$ cat src/hw/rtl/sshe_pkg.sv
// Package with the shared types and constants of the selectable string hash engine.
`default_nettype none

package sshe_pkg;

  // Algorithm codes held in the selector register.
  typedef enum logic [3:0] {
    ALG_RS   = 4'd0,
    ALG_JS   = 4'd1,
    ALG_PJW  = 4'd2,
    ALG_ELF  = 4'd3,
    ALG_BKDR = 4'd4,
    ALG_SDBM = 4'd5,
    ALG_DJB  = 4'd6,
    ALG_DEK  = 4'd7,
    ALG_BP   = 4'd8,
    ALG_FNV  = 4'd9,
    ALG_AP   = 4'd10
  } alg_e;

  // Configuration register indexes.
  localparam logic CfgIdxAlg  = 1'b0;
  localparam logic CfgIdxSext = 1'b1;

  localparam int unsigned CfgDataW = 4;

  // Hash constants.
  localparam logic [31:0] RsB       = 32'd378551;
  localparam logic [31:0] RsA0      = 32'd63689;
  localparam logic [31:0] JsInit    = 32'd1315423911;
  localparam logic [31:0] BkdrSeed  = 32'd131;
  localparam logic [31:0] DjbInit   = 32'd5381;
  localparam logic [31:0] FnvMult   = 32'h811C_9DC5;
  localparam logic [31:0] ApInit    = 32'hAAAA_AAAA;
  localparam logic [31:0] TopNibble = 32'hF000_0000;

  // One input item as held in the input register.
  typedef struct packed {
    logic [7:0]  byte_value;
    logic        byte_present;
    logic        first_byte;
    logic        last_byte;
    logic [31:0] string_length;
  } item_t;

  // Hash state carried from item to item.
  typedef struct packed {
    logic [31:0] running_hash;
    logic [31:0] rs_multiplier;
    logic        position_odd;
  } hash_state_t;

endpackage

`default_nettype wire

$ cat src/hw/rtl/sshe_in_reg.sv
// Input register stage that holds one item and drives the input stall.
`default_nettype none

module sshe_in_reg (
  input  wire logic          clk_i,
  input  wire logic          rst_ni,
  input  wire logic          in_valid_i,
  output logic               in_stall_o,
  input  wire sshe_pkg::item_t item_i,
  input  wire logic          advance_i,
  output logic               valid_o,
  output sshe_pkg::item_t    item_o
);
  import sshe_pkg::*;

  logic  valid_q, valid_d;
  item_t item_q;
  logic  accept;

  // The register is free when empty or when its item moves on this cycle.
  assign in_stall_o = valid_q && !advance_i;
  assign accept     = in_valid_i && !in_stall_o;

  always_comb begin
    valid_d = valid_q;
    if (accept) begin
      valid_d = 1'b1;
    end else if (advance_i) begin
      valid_d = 1'b0;
    end
  end

  always_ff @(posedge clk_i or negedge rst_ni) begin
    if (!rst_ni) begin
      valid_q <= 1'b0;
    end else begin
      valid_q <= valid_d;
    end
  end

  // Payload needs no reset.
  always_ff @(posedge clk_i) begin
    if (accept) begin
      item_q <= item_i;
    end
  end

  assign valid_o = valid_q;
  assign item_o  = item_q;

endmodule

`default_nettype wire

$ cat src/hw/rtl/sshe_mix.sv
// Combinational hash step: reload on a first item, then mix in the byte if one is present.
`default_nettype none

module sshe_mix (
  input  wire logic [3:0]          alg_i,
  input  wire logic                sext_i,
  input  wire sshe_pkg::item_t     item_i,
  input  wire sshe_pkg::hash_state_t state_i,
  output sshe_pkg::hash_state_t    state_o
);
  import sshe_pkg::*;

  logic [31:0] start_hash;
  logic [31:0] h;
  logic [31:0] rsm;
  logic        pos;
  logic [31:0] c;
  logic [31:0] mul_a, mul_b, mul_p;
  logic [31:0] shl4;
  logic [31:0] top;
  logic [31:0] mixed;

  // Starting hash of the selected algorithm.
  always_comb begin
    case (alg_i)
      ALG_JS:  start_hash = JsInit;
      ALG_DJB: start_hash = DjbInit;
      ALG_DEK: start_hash = item_i.string_length;
      ALG_AP:  start_hash = ApInit;
      default: start_hash = '0;
    endcase
  end

  // Effective state after an optional reload.
  assign h   = item_i.first_byte ? start_hash : state_i.running_hash;
  assign rsm = item_i.first_byte ? RsA0 : state_i.rs_multiplier;
  assign pos = item_i.first_byte ? 1'b0 : state_i.position_odd;

  // Byte widened to 32 bits, signed or unsigned.
  assign c = {{24{sext_i & item_i.byte_value[7]}}, item_i.byte_value};

  // One shared multiplier serves RS, BKDR, FNV and the even AP step.
  always_comb begin
    case (alg_i)
      ALG_RS: begin
        mul_a = h;
        mul_b = rsm;
      end
      ALG_BKDR: begin
        mul_a = h;
        mul_b = BkdrSeed;
      end
      ALG_FNV: begin
        mul_a = h;
        mul_b = FnvMult;
      end
      ALG_AP: begin
        mul_a = c;
        mul_b = h >> 3;
      end
      default: begin
        mul_a = h;
        mul_b = '0;
      end
    endcase
  end

  assign mul_p = mul_a * mul_b;

  // Shared terms of PJW and ELF.
  assign shl4 = (h << 4) + c;
  assign top  = shl4 & TopNibble;

  // Mixing step of the selected algorithm.
  always_comb begin
    case (alg_i)
      ALG_RS:   mixed = mul_p + c;
      ALG_JS:   mixed = h ^ ((h << 5) + c + (h >> 2));
      ALG_PJW: begin
        if (top != '0) begin
          mixed = (shl4 ^ (top >> 24)) & ~TopNibble;
        end else begin
          mixed = shl4;
        end
      end
      ALG_ELF: begin
        if (top != '0) begin
          mixed = (shl4 ^ (top >> 24)) & ~top;
        end else begin
          mixed = shl4;
        end
      end
      ALG_BKDR: mixed = mul_p + c;
      ALG_SDBM: mixed = c + (h << 6) + (h << 16) - h;
      ALG_DJB:  mixed = (h << 5) + h + c;
      ALG_DEK:  mixed = ((h << 5) ^ (h >> 27)) ^ c;
      ALG_BP:   mixed = (h << 7) ^ c;
      ALG_FNV:  mixed = mul_p ^ c;
      ALG_AP: begin
        if (!pos) begin
          mixed = h ^ ((h << 7) ^ mul_p);
        end else begin
          mixed = h ^ ~((h << 11) + (c ^ (h >> 5)));
        end
      end
      default:  mixed = h;
    endcase
  end

  // Without a byte the state stays as reloaded.
  always_comb begin
    if (item_i.byte_present) begin
      state_o.running_hash  = mixed;
      state_o.rs_multiplier = rsm * RsB;
      state_o.position_odd  = ~pos;
    end else begin
      state_o.running_hash  = h;
      state_o.rs_multiplier = rsm;
      state_o.position_odd  = pos;
    end
  end

endmodule

`default_nettype wire

$ cat src/hw/rtl/selectable_string_hash_engine_top.sv
// Top level of the selectable string hash engine: config, state and result register.
// A string's hash is registered as its last-byte item leaves the input register.
// Throughput: one item per cycle while no held result blocks; hash feedback uses a 32-bit multiplier.
// A held result blocks only items that carry the last byte and would need the result register.
// Reset clears both valids, sets the selector to RS and byte sign extension on,
// and loads the starting hash state (hash 0, RS multiplier 63689, even position).
`default_nettype none

module selectable_string_hash_engine_top (
  input  wire logic        clk_i,
  input  wire logic        rst_ni,
  // Configuration write port.
  input  wire logic        cfg_we_i,
  input  wire logic        cfg_index_i,
  input  wire logic [3:0]  cfg_data_i,
  // Input channel.
  input  wire logic        in_valid_i,
  output logic             in_stall_o,
  input  wire logic [7:0]  byte_value_i,
  input  wire logic        byte_present_i,
  input  wire logic        first_byte_i,
  input  wire logic        last_byte_i,
  input  wire logic [31:0] string_length_i,
  // Output channel.
  output logic             out_valid_o,
  input  wire logic        out_stall_i,
  output logic [31:0]      hash_value_o
);
  import sshe_pkg::*;

  logic [3:0]  alg_q;
  logic        sext_q;
  item_t       in_item;
  item_t       cur_item;
  logic        cur_valid;
  logic        advance;
  hash_state_t state_q, state_d;
  logic        out_valid_q, out_valid_d;
  logic [31:0] hash_q;

  // Configuration registers.
  always_ff @(posedge clk_i or negedge rst_ni) begin
    if (!rst_ni) begin
      alg_q  <= ALG_RS;
      sext_q <= 1'b1;
    end else if (cfg_we_i) begin
      case (cfg_index_i)
        CfgIdxAlg:  alg_q  <= cfg_data_i;
        CfgIdxSext: sext_q <= cfg_data_i[0];
        default:    alg_q  <= alg_q;
      endcase
    end
  end

  assign in_item.byte_value    = byte_value_i;
  assign in_item.byte_present  = byte_present_i;
  assign in_item.first_byte    = first_byte_i;
  assign in_item.last_byte     = last_byte_i;
  assign in_item.string_length = string_length_i;

  // Input register.
  sshe_in_reg u_in_reg (
    .clk_i      (clk_i),
    .rst_ni     (rst_ni),
    .in_valid_i (in_valid_i),
    .in_stall_o (in_stall_o),
    .item_i     (in_item),
    .advance_i  (advance),
    .valid_o    (cur_valid),
    .item_o     (cur_item)
  );

  // The held item moves on unless it needs a result register that is still full.
  assign advance = cur_valid &&
                   (!cur_item.last_byte || !out_valid_q || !out_stall_i);

  // Hash step.
  sshe_mix u_mix (
    .alg_i   (alg_q),
    .sext_i  (sext_q),
    .item_i  (cur_item),
    .state_i (state_q),
    .state_o (state_d)
  );

  // Running hash state.
  always_ff @(posedge clk_i or negedge rst_ni) begin
    if (!rst_ni) begin
      state_q.running_hash  <= '0;
      state_q.rs_multiplier <= RsA0;
      state_q.position_odd  <= 1'b0;
    end else if (advance) begin
      state_q <= state_d;
    end
  end

  // Result register.
  always_comb begin
    out_valid_d = out_valid_q;
    if (advance && cur_item.last_byte) begin
      out_valid_d = 1'b1;
    end else if (out_valid_q && !out_stall_i) begin
      out_valid_d = 1'b0;
    end
  end

  always_ff @(posedge clk_i or negedge rst_ni) begin
    if (!rst_ni) begin
      out_valid_q <= 1'b0;
    end else begin
      out_valid_q <= out_valid_d;
    end
  end

  always_ff @(posedge clk_i) begin
    if (advance && cur_item.last_byte) begin
      hash_q <= state_d.running_hash;
    end
  end

  assign out_valid_o  = out_valid_q;
  assign hash_value_o = hash_q;

endmodule

`default_nettype wire
$ cat config.mk
export PLATFORM = sky130hd
export DESIGN_NAME = selectable_string_hash_engine_top
export DESIGN_NICKNAME = d
export VERILOG_FILES = /design/src/hw/rtl/sshe_pkg.sv /design/src/hw/rtl/sshe_in_reg.sv /design/src/hw/rtl/sshe_mix.sv /design/src/hw/rtl/selectable_string_hash_engine_top.sv
export SDC_FILE = /design/constraint.sdc
export NUM_CORES = 2
export LEC_CHECK = 0
export ABC_AREA = 1
export ABC_CLOCK_PERIOD_IN_PS = 8600
export BUFFER_PORTS_ARGS = -buffer_cell sky130_fd_sc_hd__buf_2
export CAP_MARGIN = 15
export CELL_PAD_IN_SITES_DETAIL_PLACEMENT = 0
export CELL_PAD_IN_SITES_GLOBAL_PLACEMENT = 1
export CORE_ASPECT_RATIO = 0.75
export CORE_MARGIN = 3
export CORE_UTILIZATION = 45
export CTS_CLUSTER_DIAMETER = 120
export DETAILED_ROUTE_END_ITERATION = 6
export GPL_TIMING_DRIVEN = 0
export MAX_ROUTING_LAYER = met4
export PLACE_DENSITY_LB_ADDON = 0.1
export SETUP_SLACK_MARGIN = 0.5
export SYNTH_ARGS = -nofsm -noshare
export SYNTH_HDL_FRONTEND = slang
export SYNTH_SLANG_ARGS = --single-unit
$ cat constraint.sdc
create_clock -name clk_i -period 8.6 [get_ports clk_i]
set_clock_uncertainty 0.05 [all_clocks]
set_input_delay 1.29 -clock clk_i [delete_from_list [all_inputs] [get_ports clk_i]]
set_output_delay 1.29 -clock clk_i [all_outputs]
set_load 0.03 [all_outputs]
; Yosys cells after proc, flatten, opt, wreduce, memory -nomap -nowiden
; Cells that the tools add are included.
[totals]
inputBits = 53
wordCells = 85
ff_bits = 147
output_inout_bits = 34
[op_classes]
bitwise = 16
n_eq_ne = 10
addsub = 10
mux = 15
multipliers = 2
n_reduce_logical = 19
[ops]
columns = cell, count
row1 = one-hot mux 32 bit (10 select lines), 1
row2 = adder 32 bit, 8
row3 = one-hot mux 32 bit (4 select lines), 2
row4 = XOR 32 bit, 7
row5 = two-way mux 32 bit, 6
row6 = two-way mux 65 bit, 1
row7 = NOT 32 bit, 2
row8 = adder 32 x 30 -> 32 bit, 1
row9 = AND 32 bit, 1
row10 = "multiplier 32 x 19 -> 32 bit, second input constant", 1
row11 = multiplier 32 x 32 -> 32 bit, 1
row12 = nonzero test 32 bit, 1
row13 = subtractor 32 bit, 1
row14 = XOR 32 x 27 -> 32 bit, 1
row15 = XOR 32 x 5 -> 32 bit, 1
row16 = XOR 32 x 8 -> 32 bit, 1
row17 = "equality test 4 x 3 -> 1 bit, second input constant", 4
row18 = "equality test 4 bit, second input constant", 3
row19 = "equality test 4 x 2 -> 1 bit, second input constant", 2
row20 = logical AND 1 bit, 5
row21 = zero test 1 bit, 5
row22 = two-way mux 1 bit, 5
row23 = "equality test 4 x 1 -> 1 bit, second input constant", 1
row24 = zero test 4 bit, 1
row25 = 6 further kinds, 10

; Longest topological paths before layout
[logic_depth]
ltp_word = 10
depth_mapped = 60

; Modules after synthesis
; A second synthesis with hierarchy kept.
[hier_totals]
cells_unflattened = 5916
area_unflattened_um2 = 44875.5
[by_module_without_submodules]
columns = mod, instances, area_per_inst_um2, cells_each
row1 = sshe_mix, 1, 39720.6, 5523
row2 = selectable_string_hash_engine_top, 1, 3806.2, 343
row3 = sshe_in_reg, 1, 1348.8, 50

; Worst setup path after synthesis
; Ideal clock, no wire load.
[synth_timing]
path_type = flip-flop to flip-flop
start = register u_in_reg.item_q, in the netlist u_in_reg.item_o[33]
end = register hash_q[30], in the netlist hash_value_o[30] (data pin)
setup_slack_ns = -0.947
arrival_ns = 9.233
stages_incl_launch_ff = 43
setup_ns = 0.264
n_path_buf = 5
t_required_ns = 8.286
cell_sequence = edfxtp_1 -> buf_4 -> buf_2 -> buf_2 -> nor2_1 -> nand2_1 -> nand3_1 -> clkbuf_1 -> buf_1 -> nand2_1 -> fa_1 -> inv_1 -> fa_1 -> inv_1 -> fa_1 -> fa_1 -> inv_1 -> fa_1 -> [7 not listed] -> nor4_1 -> nand3_1 -> nand3_1 -> inv_1 -> o21ai_0 -> a31oi_1 -> xor2_1 -> ha_1 -> inv_1 -> nor3_1 -> nor3b_1 -> a221oi_1 -> nand2_1 -> a21oi_1 -> o21ai_0 -> nand4_1 -> a21oi_1 -> a21boi_0
[synth_rtl]
columns = item, line
row1 = start: declaration, sshe_in_reg.sv:17  ; item_t item_q;
row2 = start signal: assignment, sshe_in_reg.sv:44  ; item_q <= item_i;
row3 = end signal: assignment, selectable_string_hash_engine_top.sv:117  ; hash_q <= state_d.running_hash;
row4 = end: declaration, selectable_string_hash_engine_top.sv:39  ; logic [31:0] hash_q;

==> key figures <==
Worst setup path
  • Largest delay share family, worst path: adder cells
  • Critical-path top delay cell: fa_2
  • CP Launch Type: register
  • Buffers & Inverters on Critical Path: 12
  • Number of stages on the worst setup path: 44
  • Worst setup EP type: register
  • Critical Path AT: about 10000 ps
  • Max Fanout on Critical Path: 10
  • Crit path kind: reg2reg
  • CP max stage delay: 620 ps
  • CP required: 8770 ps
  • CP dominant cell by count: fa_1
  • Reg2reg path depth: 44

Yosys
  • Adder-Cell Fraction of Synth Area: approximately 45%
  • Simple-gate share of the synthesized area: 18.44%
  • Cell accounting for the most synthesized area: fa_1
  • Combinational family with the most area after synthesis: adder cells
  • Synth unique cells: 64
  • Synth Net Count: between 7000 and 8000
  • Top-area cell type share of the netlist area: 31.56%
  • Average cell area after synthesis: 7.597 um2
  • Top-count cell post-synth: inv_1
  • Dominant synthesized flop cell: edfxtp_1
  • Number of synthesized flops with an enable pin: 75
  • Ys async rst share: 48.98%
  • Top post-synthesis cells by area: fa_1, ha_1, inv_1
  • Seq/Total Area, Yosys: 9.092%
  • Post-synthesis compound-gate area fraction: 11.90%
  • FF+latch count, synth: 147
  • Syn Std Cell Area: 44730 um2
  • YS warnings: 0
  • Cells after Synth: 5887
  • Most instantiated cells after synthesis: inv_1, nand2_1, fa_1
  • Post-synthesis mux area share: 0%
  • XOR/XNOR Fraction of Synth Area: under 10%

Placed design
  • RD Place Congestion: 1.041
  • Placed cell area: 47740 um2
  • HPWL after DPL: 166.9 mm
  • Port bufs: 86

Timing
  • Fmax: 0.09960 GHz
  • Rel. slew slack: between 10% and 20%
  • Tmin final: approximately 10000 ps
  • Worst-margin pin slew: 1227 ps
  • Period utilization: 116.7%
  • Final WS setup: -1440 ps
  • Worst hold slack: 422.8 ps
  • Setup Viol. Count Final: 42
  • Hold Fails Final Rpt: 0
  • Unrepaired setup endpoints after global routing: true
  • Final setup TNS: -30040 ps
  • Max Slew Vio Count: 0

Clocking
  • CTS sink count: 147
  • H-tree levels: 4
  • Clock Latency Late Sink: 510 ps
  • Clock tree buffer depth: 2
  • CTS root buf: clkbuf_16
  • CTS tree: built
  • CTS Buf Count: 17
  • Clock transition time at the flip-flop clock pins of the worst setup and hold paths: about 70 ps

Global route
  • Overall Global Routing Usage: approximately two fifths
  • Vias in the first global route: 42370
  • Initial antenna violation count: 7
  • First-pass GRT wire length: approximately 300 mm
  • Largest net degree at the start of global routing: 63
  • GRT overflow: 0

Cells and area
  • Area of the multi-input gates: 37770 um2
  • Storage cell area: 4071 um2
  • Layout fillers: 9445
  • Final net count: 7524
  • Area added between synthesis and finish: 21.11%
  • Fraction of layout cells with a size suffix above 1: between 15 and 20%
  • Finished Cell Area: approximately 54000 um2

Route
  • First-iteration detailed-routing DRC count: 5387
  • Drt first pass iters: 7
  • Drt wl/cell: 27.43 um
  • # DRC: 0
  • Post-Route WL: between 200 and 250 mm
  • Via count: between 40000 and 50000
  • Number of antenna-violating nets in the routed design: 0
  • DR vias/cell: 5.678

Die
  • Row count: 99
  • # IOs: 87
  • Die width: 370.0 um
  • Starting density of the core: 45.71%
  • Core Box Area: between 90000 and 100000 um2
  • Die Span Y: 279.0 um
  • Die area: 103200 um2

Worst hold path
  • Hold/Removal Path Class: reg2reg
  • Worst hold stages: 2

Run
  • Max cap viols: 0

Status
  • Violations in the final reports: setup timing
  • Outcome: complete, but fails checks
cells by family (layout without fill, tap and decap cells):
logic type      count (synthesis)  after routing
flops                         147            147
buf+inv                      1501           1925
fa+ha+maj                    1173           1173
other cells                     0              4
xor+xnor                      159            159
compound gates                937            937
simple gates                 1970           1970
placed cells by master, fill, tap and decap left out, types with 30 or more instances in the layout:
cell type / count
inv_1: 1285
nand2_1: 1124
fa_1: 670
ha_1: 431
a21oi_1: 352
nor2_1: 296
o21ai_0: 271
buf_4: 262
nand3_1: 183
xor2_1: 106
buf_2: 92
edfxtp_1: 75
nand2_2: 64
dfrtp_1: 58
clkbuf_1: 57
nand2_4: 49
or2_2: 47
buf_12: 42
nor2_4: 39
xnor2_1: 39
clkbuf_16: 38
fa_2: 35
a21oi_2: 32
nand4_1: 31
o211ai_1: 31
inv_2: 30
o21ai_1: 30
worst paths after layout:
| path | startpoint | end | slack, ps |
|---|---|---|---|
| setup / recovery | alg_q[3]$_DFFE_PN0P_ | hash_value_o[29]$_DFFE_PP_ | -1440 |
| hold / removal | state_q[15]$_DFFE_PN1P_ | state_q[15]$_DFFE_PN1P_ | 420 |
| setup reg to reg | alg_q[3]$_DFFE_PN0P_ | hash_value_o[29]$_DFFE_PP_ | -1440 |
| hold reg to reg | state_q[15]$_DFFE_PN1P_ | state_q[15]$_DFFE_PN1P_ | 420 |
| max in group asynchronous | rst_ni | state_q[15]$_DFFE_PN1P_ | 7280 |
| min in group asynchronous | rst_ni | state_q[3]$_DFFE_PN0P_ | 590 |
routing by layer:
metal / GRT usage [%] / share of wire, % / vias up
met5: - / 0 / -
li1: - / - / 19090
met4: 14.64 / 4.1 / 0
met2: 55.87 / 40 / 2546
met3: 14.25 / 14 / 420
met1: 58.54 / 42 / 21250
flip-flops by register name (all words and copies together), names as in the netlist:
signal / flops
alg_q: 4
state_q: 65
u_in_reg.item_o: 43
out_valid_o: 1
sext_q: 1
hash_value_o: 32
u_in_reg.valid_o: 1
through the flow:
step | setup WS (ps) | util [%] | cells
after floorplan | -173.2 | - | 5887
after global placement | -3864 | 48.57 | 7286
after detailed placement | -3754 | 48.79 | 7296
after CTS | -1137 | 54.16 | 7572
after global routing | -1668 | 55.35 | 7628
final | -1440 | 55.35 | 7628
cell type report:
| type | instances | share of cell area, % |
|---|---|---|
| diodes | 4 | 0.01848 |
| plain buffers | 151 | 3.061 |
| clock buffers | 20 | 0.8247 |
| clock inverters | 12 | 0.1825 |
| inverters | 1350 | 9.667 |
| multi-input cells | 4239 | 69.73 |
| flip-flops and latches | 147 | 7.517 |
| well taps | 1313 | 3.033 |
| repair buffers | 392 | 5.969 |
worst min-delay path, stage by stage (launching register included):
cell and delay, ps:
dfstp_2 370, nand2_1 50, nand2_1 50
repair_timing:
item,4_1_cts,5_1_grt
hold buffers,0,0
pin swaps,156,51
gates cloned,3,0
gates resized for setup,592,178
endpoints found under the setup margin,61,49
buffers inserted,241,50
Power is left out: the tool's default activity adds up to more than one toggle a clock period on the data nets, which glitch-free logic cannot reach.
